[src/design/mbrpe_pkg.sv]
`default_nettype none
// ----------------------------------------------------------------------------
// mbrpe_pkg
// Shared types, codes and helpers of the MBR partition entry decoder.
// ----------------------------------------------------------------------------
package mbrpe_pkg;

  localparam int unsigned GeomW  = 16;
  localparam int unsigned SecW   = 32;
  localparam int unsigned DiskW  = 63;
  localparam int unsigned CylW   = 10;
  localparam int unsigned SnumW  = 6;
  localparam int unsigned HeadW  = 8;
  localparam int unsigned CfgIdxW = 2;

  // Head plus head_count times cylinder never exceeds this width.
  localparam int unsigned TrackW = GeomW + CylW + 1;

  localparam logic [CylW-1:0] CylUnusable = 10'd1023;

  typedef enum logic [CfgIdxW-1:0] {
    CFG_SECTORS_PER_TRACK = 2'd0,
    CFG_HEAD_COUNT        = 2'd1,
    CFG_TABLE_BASE        = 2'd2,
    CFG_DISK_SECTORS      = 2'd3
  } cfg_index_t;

  typedef enum logic [2:0] {
    KIND_EMPTY    = 3'd0,
    KIND_BEYOND   = 3'd1,
    KIND_EXTENDED = 3'd2,
    KIND_FAT12    = 3'd3,
    KIND_FAT16    = 3'd4,
    KIND_FAT32    = 3'd5,
    KIND_OTHER    = 3'd6
  } entry_kind_t;

  localparam logic [7:0] PtExtChs   = 8'h05;
  localparam logic [7:0] PtExtLba   = 8'h0F;
  localparam logic [7:0] PtFat12    = 8'h01;
  localparam logic [7:0] PtFat16Sm  = 8'h04;
  localparam logic [7:0] PtFat16    = 8'h06;
  localparam logic [7:0] PtFat32Chs = 8'h0B;
  localparam logic [7:0] PtFat32Lba = 8'h0C;

  // Load enables of the three converter stages.
  typedef struct packed {
    logic s1;
    logic s2;
    logic s3;
  } stage_en_t;

  function automatic entry_kind_t classify(input logic [7:0] ptype);
    entry_kind_t k;
    case (ptype) inside
      PtExtChs, PtExtLba:     k = KIND_EXTENDED;
      PtFat12:                k = KIND_FAT12;
      PtFat16Sm, PtFat16:     k = KIND_FAT16;
      PtFat32Chs, PtFat32Lba: k = KIND_FAT32;
      default:                k = KIND_OTHER;
    endcase
    return k;
  endfunction

endpackage
`default_nettype wire

[src/design/mbr_partition_entry_decoder_core.sv]
`default_nettype none
// ----------------------------------------------------------------------------
// mbr_partition_entry_decoder_core
// Decodes one MBR partition entry a word into kind, start sector and size.
// ----------------------------------------------------------------------------
// Each entry passes the unpack, multiplier, select and check stages to m_tvalid.
// Throughput: one word per cycle while m_tready is high, else full stages hold.
// The CHS path uses two multiplier stages (head_count, then sectors_per_track).
// Reset clears all stage valid bits and the configuration registers to zero.
module mbr_partition_entry_decoder_core (
  input  wire          clk,
  input  wire          rst,
  // Configuration write channel.
  input  wire          cfg_valid,
  output logic         cfg_ready,
  input  wire  [1:0]   cfg_index,
  input  wire  [62:0]  cfg_data,
  // Entry input.
  input  wire          s_tvalid,
  output logic         s_tready,
  input  wire  [111:0] s_tdata,  // first_secbyte, first_cyllow, first_headnum,
                                 // final_secbyte, final_cyllow, final_headnum,
                                 // lba_first, lba_length
  input  wire  [7:0]   s_tuser,  // part_type
  // Result output.
  output logic         m_tvalid,
  input  wire          m_tready,
  output logic [63:0]  m_tdata,  // start_sector, sector_total
  output logic [2:0]   m_tuser   // entry_kind
);

  localparam int unsigned SW = mbrpe_pkg::SecW;

  logic [mbrpe_pkg::GeomW-1:0] sectors_per_track;
  logic [mbrpe_pkg::GeomW-1:0] head_count;
  logic [SW-1:0]               table_base;
  logic [mbrpe_pkg::DiskW-1:0] disk_sectors;

  assign cfg_ready = 1'b1;

  always_ff @(posedge clk) begin
    if (rst) begin
      sectors_per_track <= '0;
      head_count        <= '0;
      table_base        <= '0;
      disk_sectors      <= '0;
    end else if (cfg_valid) begin
      case (mbrpe_pkg::cfg_index_t'(cfg_index))
        mbrpe_pkg::CFG_SECTORS_PER_TRACK: sectors_per_track <= cfg_data[15:0];
        mbrpe_pkg::CFG_HEAD_COUNT:        head_count        <= cfg_data[15:0];
        mbrpe_pkg::CFG_TABLE_BASE:        table_base        <= cfg_data[31:0];
        mbrpe_pkg::CFG_DISK_SECTORS:      disk_sectors      <= cfg_data;
        default: ;
      endcase
    end
  end

  // Pipeline handshake: a stage loads when it is empty or its successor loads.
  logic v1, v2, v3, v4, v5;
  logic en1, en2, en3, en4, en5;

  assign en5 = !v5 || m_tready;
  assign en4 = !v4 || en5;
  assign en3 = !v3 || en4;
  assign en2 = !v2 || en3;
  assign en1 = !v1 || en2;
  assign s_tready = en1;

  always_ff @(posedge clk) begin
    if (rst) begin
      v1 <= 1'b0;
      v2 <= 1'b0;
      v3 <= 1'b0;
      v4 <= 1'b0;
      v5 <= 1'b0;
    end else begin
      if (en1) v1 <= s_tvalid;
      if (en2) v2 <= v1;
      if (en3) v3 <= v2;
      if (en4) v4 <= v3;
      if (en5) v5 <= v4;
    end
  end

  mbrpe_pkg::stage_en_t conv_en;
  assign conv_en = '{s1: en1, s2: en2, s3: en3};

  logic [SW-1:0] chs_start;
  logic [SW-1:0] chs_end;

  mbrpe_chs_conv u_conv_first (
    .clk               (clk),
    .en                (conv_en),
    .secbyte           (s_tdata[7:0]),
    .cyllow            (s_tdata[15:8]),
    .headnum           (s_tdata[23:16]),
    .sectors_per_track (sectors_per_track),
    .head_count        (head_count),
    .lba               (chs_start)
  );

  mbrpe_chs_conv u_conv_final (
    .clk               (clk),
    .en                (conv_en),
    .secbyte           (s_tdata[31:24]),
    .cyllow            (s_tdata[39:32]),
    .headnum           (s_tdata[47:40]),
    .sectors_per_track (sectors_per_track),
    .head_count        (head_count),
    .lba               (chs_end)
  );

  // Side band of the LBA path, carried alongside the converter stages.
  logic [7:0]    type1, type2, type3, type4;
  logic          uselba1, uselba2, uselba3;
  logic [SW-1:0] lstart1, lstart2, lstart3;
  logic [SW-1:0] llen1, llen2, llen3;

  always_ff @(posedge clk) begin
    if (en1) begin
      type1   <= s_tuser;
      uselba1 <= (s_tdata[111:80] != '0);
      lstart1 <= table_base + s_tdata[79:48];
      llen1   <= s_tdata[111:80];
    end
    if (en2) begin
      type2   <= type1;
      uselba2 <= uselba1;
      lstart2 <= lstart1;
      llen2   <= llen1;
    end
    if (en3) begin
      type3   <= type2;
      uselba3 <= uselba2;
      lstart3 <= lstart2;
      llen3   <= llen2;
    end
  end

  // Stage 4: pick the start and size of the entry.
  logic [SW-1:0] start4, size4;

  always_ff @(posedge clk) begin
    if (en4) begin
      type4  <= type3;
      start4 <= uselba3 ? lstart3 : chs_start;
      size4  <= uselba3 ? llen3 : chs_end - chs_start + SW'(1);
    end
  end

  // Stage 5: bound check against the disk size and classification.
  logic [SW:0]   end_excl;
  logic [63:0]   bound;
  logic          beyond;
  mbrpe_pkg::entry_kind_t kind_next;
  logic [SW-1:0] start_next, size_next;

  assign end_excl = {1'b0, start4} + {1'b0, size4};
  assign bound    = {1'b0, disk_sectors} + 64'd1;
  assign beyond   = {{(64-SW-1){1'b0}}, end_excl} > bound;

  always_comb begin
    kind_next  = mbrpe_pkg::classify(type4);
    start_next = start4;
    size_next  = size4;
    if (type4 == 8'd0) begin
      kind_next  = mbrpe_pkg::KIND_EMPTY;
      start_next = '0;
      size_next  = '0;
    end else if (beyond) begin
      kind_next  = mbrpe_pkg::KIND_BEYOND;
      start_next = '0;
      size_next  = '0;
    end
  end

  always_ff @(posedge clk) begin
    if (en5) begin
      m_tuser <= kind_next;
      m_tdata <= {size_next, start_next};
    end
  end

  assign m_tvalid = v5;

endmodule
`default_nettype wire

[src/design/mbrpe_chs_conv.sv]
`default_nettype none
// ----------------------------------------------------------------------------
// mbrpe_chs_conv
// Three-stage CHS to LBA converter: unpack, track product, sector product.
// ----------------------------------------------------------------------------
module mbrpe_chs_conv (
  input  wire                             clk,
  input  wire mbrpe_pkg::stage_en_t       en,
  input  wire [7:0]                       secbyte,
  input  wire [7:0]                       cyllow,
  input  wire [7:0]                       headnum,
  input  wire [mbrpe_pkg::GeomW-1:0]      sectors_per_track,
  input  wire [mbrpe_pkg::GeomW-1:0]      head_count,
  output logic [mbrpe_pkg::SecW-1:0]      lba
);

  logic [mbrpe_pkg::CylW-1:0]   cyl1;
  logic [mbrpe_pkg::SnumW-1:0]  sec1;
  logic [mbrpe_pkg::HeadW-1:0]  head1;
  logic                         bad1;

  logic [mbrpe_pkg::TrackW-1:0] trk2;
  logic [mbrpe_pkg::SnumW-1:0]  sec2;
  logic                         bad2;

  logic [mbrpe_pkg::TrackW-1:0] trk_next;
  logic [mbrpe_pkg::GeomW+mbrpe_pkg::TrackW-1:0] prod;
  logic [mbrpe_pkg::SecW-1:0]   lba_next;
  logic [mbrpe_pkg::CylW-1:0]   cyl_in;

  assign cyl_in = {secbyte[7:6], cyllow};

  always_ff @(posedge clk) begin
    if (en.s1) begin
      cyl1  <= cyl_in;
      sec1  <= secbyte[5:0];
      head1 <= headnum;
      bad1  <= (cyl_in == mbrpe_pkg::CylUnusable) || (secbyte[5:0] == '0);
    end
  end

  assign trk_next = mbrpe_pkg::TrackW'(head1)
                  + mbrpe_pkg::TrackW'(head_count * cyl1);

  always_ff @(posedge clk) begin
    if (en.s2) begin
      trk2 <= trk_next;
      sec2 <= sec1;
      bad2 <= bad1;
    end
  end

  // All sector arithmetic wraps at 32 bits.
  assign prod = sectors_per_track * trk2;
  assign lba_next = bad2 ? '0
                  : mbrpe_pkg::SecW'(sec2) + prod[mbrpe_pkg::SecW-1:0]
                    - mbrpe_pkg::SecW'(1);

  always_ff @(posedge clk) begin
    if (en.s3) begin
      lba <= lba_next;
    end
  end

endmodule
`default_nettype wire

[config.mk]
export PLATFORM = sky130hd
export DESIGN_NAME = mbr_partition_entry_decoder_core
export DESIGN_NICKNAME = d
export VERILOG_FILES = /design/src/design/mbrpe_pkg.sv /design/src/design/mbr_partition_entry_decoder_core.sv /design/src/design/mbrpe_chs_conv.sv
export SDC_FILE = /design/constraint.sdc
export NUM_CORES = 2
export LEC_CHECK = 0
export BUFFER_PORTS_ARGS = -buffer_cell sky130_fd_sc_hd__buf_2
export CAP_MARGIN = 20
export CORE_UTILIZATION = 62
export CTS_CLUSTER_SIZE = 28
export DETAILED_ROUTE_END_ITERATION = 10
export PLACE_DENSITY_LB_ADDON = 0.2
export REMOVE_ABC_BUFFERS = 1
export SLEW_MARGIN = 20
export SYNTH_ARGS = -nofsm -noshare
export SYNTH_HDL_FRONTEND = slang
export SYNTH_SLANG_ARGS = --single-unit
[constraint.sdc]
create_clock -name clk -period 8.42 [get_ports clk]
set_input_delay 1.263 -clock clk [delete_from_list [all_inputs] [get_ports clk]]
set_output_delay 1.263 -clock clk [all_outputs]
set_load 0.02 [all_outputs]
After elaboration in Yosys (flattened, before gate mapping)
Cells that the tools add are included.
{"block": "classes", "add_sub_neg": 11, "mul": 4, "n_lt_le_gt_ge": 1, "eq_ne": 12, "n_mux": 7, "n_reduce_logical": 26}
{"op": "6-bit by 32-bit adder with 32-bit output", "count": 2}
{"op": "63-bit by 1-bit adder with 64-bit output (second input constant)", "count": 1}
{"op": "33-bit by 64-bit > comparator with 1-bit output", "count": 1}
{"op": "16-bit by 27-bit multiplier with 32-bit output", "count": 2}
{"op": "32-bit two-way mux", "count": 2}
{"op": "32-bit by 1-bit subtractor with 32-bit output (second input constant)", "count": 2}
{"op": "8-bit by 26-bit adder with 27-bit output", "count": 2}
{"op": "16-bit by 10-bit multiplier with 26-bit output", "count": 2}
{"op": "32-bit by 32-bit adder with 33-bit output", "count": 1}
{"op": "32-bit by 1-bit adder with 32-bit output (second input constant)", "count": 1}
{"op": "32-bit adder", "count": 1}
{"op": "32-bit nonzero test", "count": 1}
{"op": "32-bit subtractor", "count": 1}
{"op": "8-bit by 3-bit equality test with 1-bit output (second input constant)", "count": 3}
{"op": "8-bit by 4-bit equality test with 1-bit output (second input constant)", "count": 3}
{"op": "10-bit equality test (second input constant)", "count": 2}
{"op": "6-bit zero test", "count": 2}
{"op": "8-bit by 1-bit equality test with 1-bit output (second input constant)", "count": 1}
{"op": "8-bit zero test", "count": 1}
{"op": "2-bit two-way mux", "count": 4}
{"op": "2-bit AND reduction", "count": 4}
{"op": "2-bit OR reduction", "count": 4}
{"op": "1-bit logical OR", "count": 7}
{"op": "1-bit zero test", "count": 5}
{"op": "other kinds (5)", "count": 6}
{"block": "word_totals", "reg_bits": 672, "in_bits": 190, "output_inout_bits": 70}

Depth between registers and ports, before layout
{"block": "depth", "word_depth": 7, "mapped_depth": 27, "mapped_depth_nobuf": 26}

Modules after synthesis
From an unflattened synthesis, not the netlist that was laid out.
{"block": "hier_totals", "cells_unflattened": 6707, "area_unflattened_um2": 65779.3}
{"module": "mbr_partition_entry_decoder_core", "instances": 1, "cells_each": 2219, "area_per_inst_um2": 23941.7, "seq_area_each_um2": 13392.8}
{"module": "mbrpe_chs_conv (u_conv_final)", "instances": 1, "cells_each": 2262, "area_per_inst_um2": 20973.9, "seq_area_each_um2": 2732.6}
{"module": "mbrpe_chs_conv (u_conv_first)", "instances": 1, "cells_each": 2226, "area_per_inst_um2": 20863.8, "seq_area_each_um2": 2732.6}

Worst setup path after synthesis
OpenSTA, ideal clock, no wires.
{"block": "synth_path", "path_type": "flip-flop to flip-flop", "from": "register u_conv_final.trk2[9] in the netlist's numbering", "to": "register u_conv_final.lba[28] in the netlist's numbering, data pin", "arrival_ns": 6.262, "setup_slack_ns": 1.892, "path_stages_with_launch": 23, "path_buffers": 1, "period_less_slack_ns": 6.528, "path_cell_list": "edfxtp_1 > clkbuf_1 > and2_1 > fa_1 > inv_1 > fa_1 > fa_1 > inv_1 > fa_1 > fa_1 > inv_1 > fa_1 > inv_1 > ha_1 > and3_1 > a2111oi_0 > o31ai_1 > a221oi_1 > o21ai_0 > a21o_1 > a21oi_1 > xor2_1 > nor2_1"}
{"block": "synth_between", "elab_chain_cells": 3}
{"element": "from (decl)", "line": "mbrpe_chs_conv.sv:22", "rtl": "logic [mbrpe_pkg::TrackW-1:0] trk2;"}
{"element": "from (signal assigned)", "line": "mbrpe_chs_conv.sv:47", "rtl": "trk2 <= trk_next;"}
{"element": "16-bit by 27-bit multiplier with 32-bit output", "line": "mbrpe_chs_conv.sv:54", "rtl": "assign prod = sectors_per_track * trk2;"}
{"element": "6-bit by 32-bit adder with 32-bit output", "line": "mbrpe_chs_conv.sv:56", "rtl": ": mbrpe_pkg::SecW'(sec2) + prod[mbrpe_pkg::SecW-1:0]"}
{"element": "32-bit by 1-bit subtractor with 32-bit output", "line": "mbrpe_chs_conv.sv:57", "rtl": "- mbrpe_pkg::SecW'(1);"}
{"element": "to (signal assigned)", "line": "mbrpe_chs_conv.sv:61", "rtl": "lba <= lba_next;"}
{"element": "to (decl)", "line": "mbrpe_chs_conv.sv:14", "rtl": "output logic [mbrpe_pkg::SecW-1:0] lba"}
Every way passes these cells.
A chain may end at the register's enable or synchronous reset.

Worst setup path in the final report
{"block": "layout_path", "from": "register sectors_per_track[3] in the netlist's numbering", "to": "register u_conv_final.lba[28] in the netlist's numbering, data pin"}
{"block": "layout_between", "elab_chain_cells": 3}
{"element": "from (decl)", "line": "mbr_partition_entry_decoder_core.sv:34", "rtl": "logic [mbrpe_pkg::GeomW-1:0] sectors_per_track;"}
{"element": "from (signal assigned)", "line": "mbr_partition_entry_decoder_core.sv:49", "rtl": "mbrpe_pkg::CFG_SECTORS_PER_TRACK: sectors_per_track <= cfg_data[15:0];"}
{"element": "16-bit by 27-bit multiplier with 32-bit output", "line": "mbrpe_chs_conv.sv:54"}
{"element": "6-bit by 32-bit adder with 32-bit output", "line": "mbrpe_chs_conv.sv:56"}
{"element": "32-bit by 1-bit subtractor with 32-bit output", "line": "mbrpe_chs_conv.sv:57"}
Every way passes these cells.

==> summary.txt <==
Synthesis
  – Netlist Area Pre-Place: 65200 um^2
  – Main synth FF type: edfxtp_1
  – Number of synthesized flops with an enable pin: 540
  – Post-Syn Instances: ~6600
  – Compound-gate portion of the synthesized area: 0.0667
  – Simple-gate portion of the synthesized area: 0.154
  – Ys async rst share: 0
  – Ys Warns: 0
  – XOR/XNOR Fraction of Synth Area: 0.0339
  – Mean area per synthesized cell: ~9.9 um^2
  – Distinct cell type count after synthesis: 74
  – Largest family of logic cells by synthesized area: adder cells
  – Share of the yosys chip area belonging to registers: 0.289
  – Share of synthesized area spent on multiplexers: 0.00169
  – Count of state elements after synthesis: ~670
  – Synth Area in Adders: 0.365

STA
  – Unrepaired setup endpoints after global routing: false
  – Final period util: 0.888
  – Final WS setup: about 950 ps
  – Final hold slack: 404 ps
  – Setup TNS: 0 ps
  – Period minus WS final: between 7000 and 8000 ps
  – Slew Viols, Final: 0
  – Max Clock Freq: roughly 0.13 GHz
  – Fin Clk Skew: between 30 and 40 ps
  – # setup viols final: 0
  – Fin. Hold Viols: 0
  – Worst Tran Pin Value: between 1000 and 1500 ps
  – Rel. slew slack: 0.246

Worst setup path
  – CP most frequent cell: fa_1
  – CP Buf/Inv Count: 6
  – Max incr delay on CP: 1000 ps
  – Crit-path max FO: 23
  – Crit. End Element: flip-flop
  – Critical Path, Cell by Cell: buf_4 > and2_1 > fa_1 > inv_1 > fa_1 > fa_1 > inv_1 > fa_1 > fa_1 > inv_1 > fa_1 > inv_1 > ha_1 > and3_1 > a2111oi_0 > buf_4 > o31ai_1 > a221oi_1 > o21ai_0 > a21o_1 > a21oi_1 > xor2_1 > nor2_1
  – Critical path origin: sectors_per_track[3]
  – Critical Path Slowest Stage Cell: dfxtp_1
  – R2r startpoint: sectors_per_track[3]
  – Crit path kind: reg2reg
  – Critical path data arrival time: about 8000 ps
  – Worst setup SP type: flip-flop
  – Critical path's top delay family: adder cells
  – Critical Path RT: just under 9000 ps

Min path
  – Hold Startpoint: llen1[30]
  – HP Class: reg2reg

Floorplanning
  – Height of the die: between 300 and 400 um
  – Initial Utilization: 0.628
  – Die area: 106000 um^2
  – Core area: slightly above 100000 um^2
  – Die width: between 300 and 400 um
  – # IOs: 260
  – FP Rows: 118

Pwr
  – Power per cell area: 209 nW/um^2
  – Sw Ratio: 0.399
  – Leak pwr: 33.2 nW
  – P_sw: a little under 6 mW
  – Logic pwr share: 0.455
  – Seq pwr share: 0.317
  – Peak VDD IR: 0.286 mV
  – Clock share of power: 0.227
  – Cell-internal power: 8.83 mW

CTS
  – Latest clock arrival within the worst-skew pair: 660 ps
  – CTS Hold Bufs: 0
  – Root buf cell: clkbuf_16
  – Clock Tree Buf Depth: 3
  – Clk sink count: 672
  – TritonCTS clock tree: yes
  – CTS resizes: 0
  – Inserted Clock Buffers: 77
  – H-Tree Depth: 3
  – Clock transition at the registers of the reported paths: 60 ps
  – Setup bufs post-CTS: 0

Place
  – DP HPWL: approximately 130 mm
  – GPL Wtd Cong: roughly 0.95
  – Pre-CTS setup slack: just over 900 ps
  – Number of port buffers: about 260

Cells and area
  – Share of cells above drive strength 1: 0.0811
  – Register area: about 19000 um^2
  – Area of the multi-input gates: 40500 um^2
  – Area delta synth->final: 7.86%
  – Fillers: between 7000 and 8000
  – Nets: about 8300
  – Fin util: 0.677

GRT
  – Antenna violations before repair: 11
  – First-pass GRT wire length: between 200 and 300 mm
  – GRT Util Overall: 0.312
  – Grt total ovfl: 0
  – Vias in the first global route: roughly 48000
  – Largest net degree at the start of global routing: 84

Detailed routing
  – Avg Vias per Cell: ~5.6
  – ANT nets after route: 0
  – Vias: 46100
  – DR pass1 iterations: 6
  – Detailed Route WL: 162 mm
  – DRC errors left: 0
  – Starting DRC count in detailed routing: approximately 3500
  – WL/cell: ~20 um

Run
  – Max-Cap Viols: 0

Run status
  – Outcome: finished, final reports clean
area by class of cell:
| type | count | share of cell area |
|---|---|---|
| clock inverters | 42 | 0.00547 |
| diodes | 7 | 0.000249 |
| well taps | 1380 | 0.0246 |
| clock buffers | 98 | 0.0300 |
| inverters | 1289 | 0.0689 |
| repair buffers | 335 | 0.0266 |
| flip-flops and latches | 672 | 0.268 |
| multi-input cells | 4385 | 0.576 |
metrics by stage:
step                      instances  power (mW)  instance area (um^2)
final                          8208        14.7                 70300
after global placement         8061        11.1                 67800
after CTS                      8201        14.7                 70300
after floorplan                6346        9.22                 64100
after detailed placement       8061        11.3                 67800
after global routing           8205        15.7                 70300
registers in the layout (all words and copies together), names as in the netlist, 10 cells and up:
| name | count |
|---|---|
| lstart2 | 32 |
| u_conv_first.cyl1 | 10 |
| u_conv_final.lba | 32 |
| m_tdata | 64 |
| disk_sectors | 63 |
| sectors_per_track | 16 |
| u_conv_final.trk2 | 27 |
| u_conv_final.cyl1 | 10 |
| size4 | 32 |
| u_conv_first.trk2 | 27 |
| llen3 | 32 |
| llen1 | 32 |
| start4 | 32 |
| lstart1 | 32 |
| head_count | 16 |
| table_base | 32 |
| lstart3 | 32 |
| u_conv_first.lba | 32 |
| llen2 | 32 |
metal layers:
layer,global-route usage,part of all wire,up-vias
met5,0,0.000080,-
met4,0.133,0.048,2
met3,0.0406,0.071,367
met2,0.522,0.47,1698
met1,0.410,0.41,23100
li1,-,-,21000
cells by family after synthesis:
| logic type | after synthesis |
|---|---|
| adders and majority gates | 1376 |
| and+or+nand+nor | 2029 |
| muxes | 10 |
| buffers and inverters | 1547 |
| DFF | 672 |
| AOI/OAI and AO/OA | 717 |
| xor gates and xnor gates | 252 |
| other | 1 |
power groups by stage:
stage | logic, mW | clock network [mW] | registers [mW]
2_1_floorplan | 4.63 | 0 | 4.58
3_3_place_gp | 6.44 | 0 | 4.70
3_5_place_dp | 6.61 | 0 | 4.72
4_1_cts | 6.66 | 3.39 | 4.65
5_1_grt | 7.49 | 3.50 | 4.70
6_report | 6.70 | 3.34 | 4.66
cells in the mapped netlist, types with 24 or more instances:
cell type     n  share of area
nand4_1      36         0.0035
nor3_1       51         0.0039
o21a_1       42         0.0048
a211oi_1     24         0.0028
nor2b_1      24         0.0023
o21bai_1     28         0.0032
edfxtp_1    540           0.25
xnor2_1     159          0.021
clkbuf_1    246          0.014
nand3_1      59         0.0045
fa_1        871           0.27
o21ai_0     151          0.012
inv_1      1289          0.074
a21o_1       93          0.011
and2_4       51         0.0069
xor2_1       93          0.013
and3_1       27         0.0026
dfxtp_1     132          0.041
a21oi_1     279          0.021
nand2_1     950          0.055
ha_1        504          0.097
nor2_1      169         0.0097
and2_1      562          0.054
placed cells by master (no fill, tap or decap), types with 14 or more instances in the layout:
cell type / synthesis / final
nor2_1: 169 / 168
clkbuf_16: 0 / 80
nand2b_1: 19 / 19
dfxtp_1: 132 / 131
and2_4: 51 / 51
nand3_1: 59 / 57
ha_1: 504 / 504
clkinv_1: 0 / 15
xor2_1: 93 / 93
o21ai_0: 151 / 151
nand2_1: 950 / 948
clkbuf_1: 246 / 14
and2_1: 562 / 562
or2_2: 15 / 15
xnor2_1: 159 / 159
o21a_1: 42 / 42
inv_1: 1289 / 1287
buf_2: 2 / 257
a211oi_1: 24 / 24
and3_1: 27 / 26
nor4_1: 16 / 16
a31oi_1: 23 / 23
fa_1: 871 / 871
a21o_1: 93 / 93
nand4_1: 36 / 36
nor3_1: 51 / 51
nor2b_1: 24 / 24
edfxtp_1: 540 / 540
a21oi_1: 279 / 279
buf_4: 1 / 78
o21bai_1: 28 / 28
final timing paths:
kind | slack (ps) | endpoint | depth (start not counted)
worst max-delay path | 950 | u_conv_final.lba[28] | 23
worst min-delay path | 400 | llen2[30] | 0
worst max register to register | 950 | u_conv_final.lba[28] | 23
worst min register to register | 400 | llen2[30] | 0
Power figures use the tool's default switching activity.
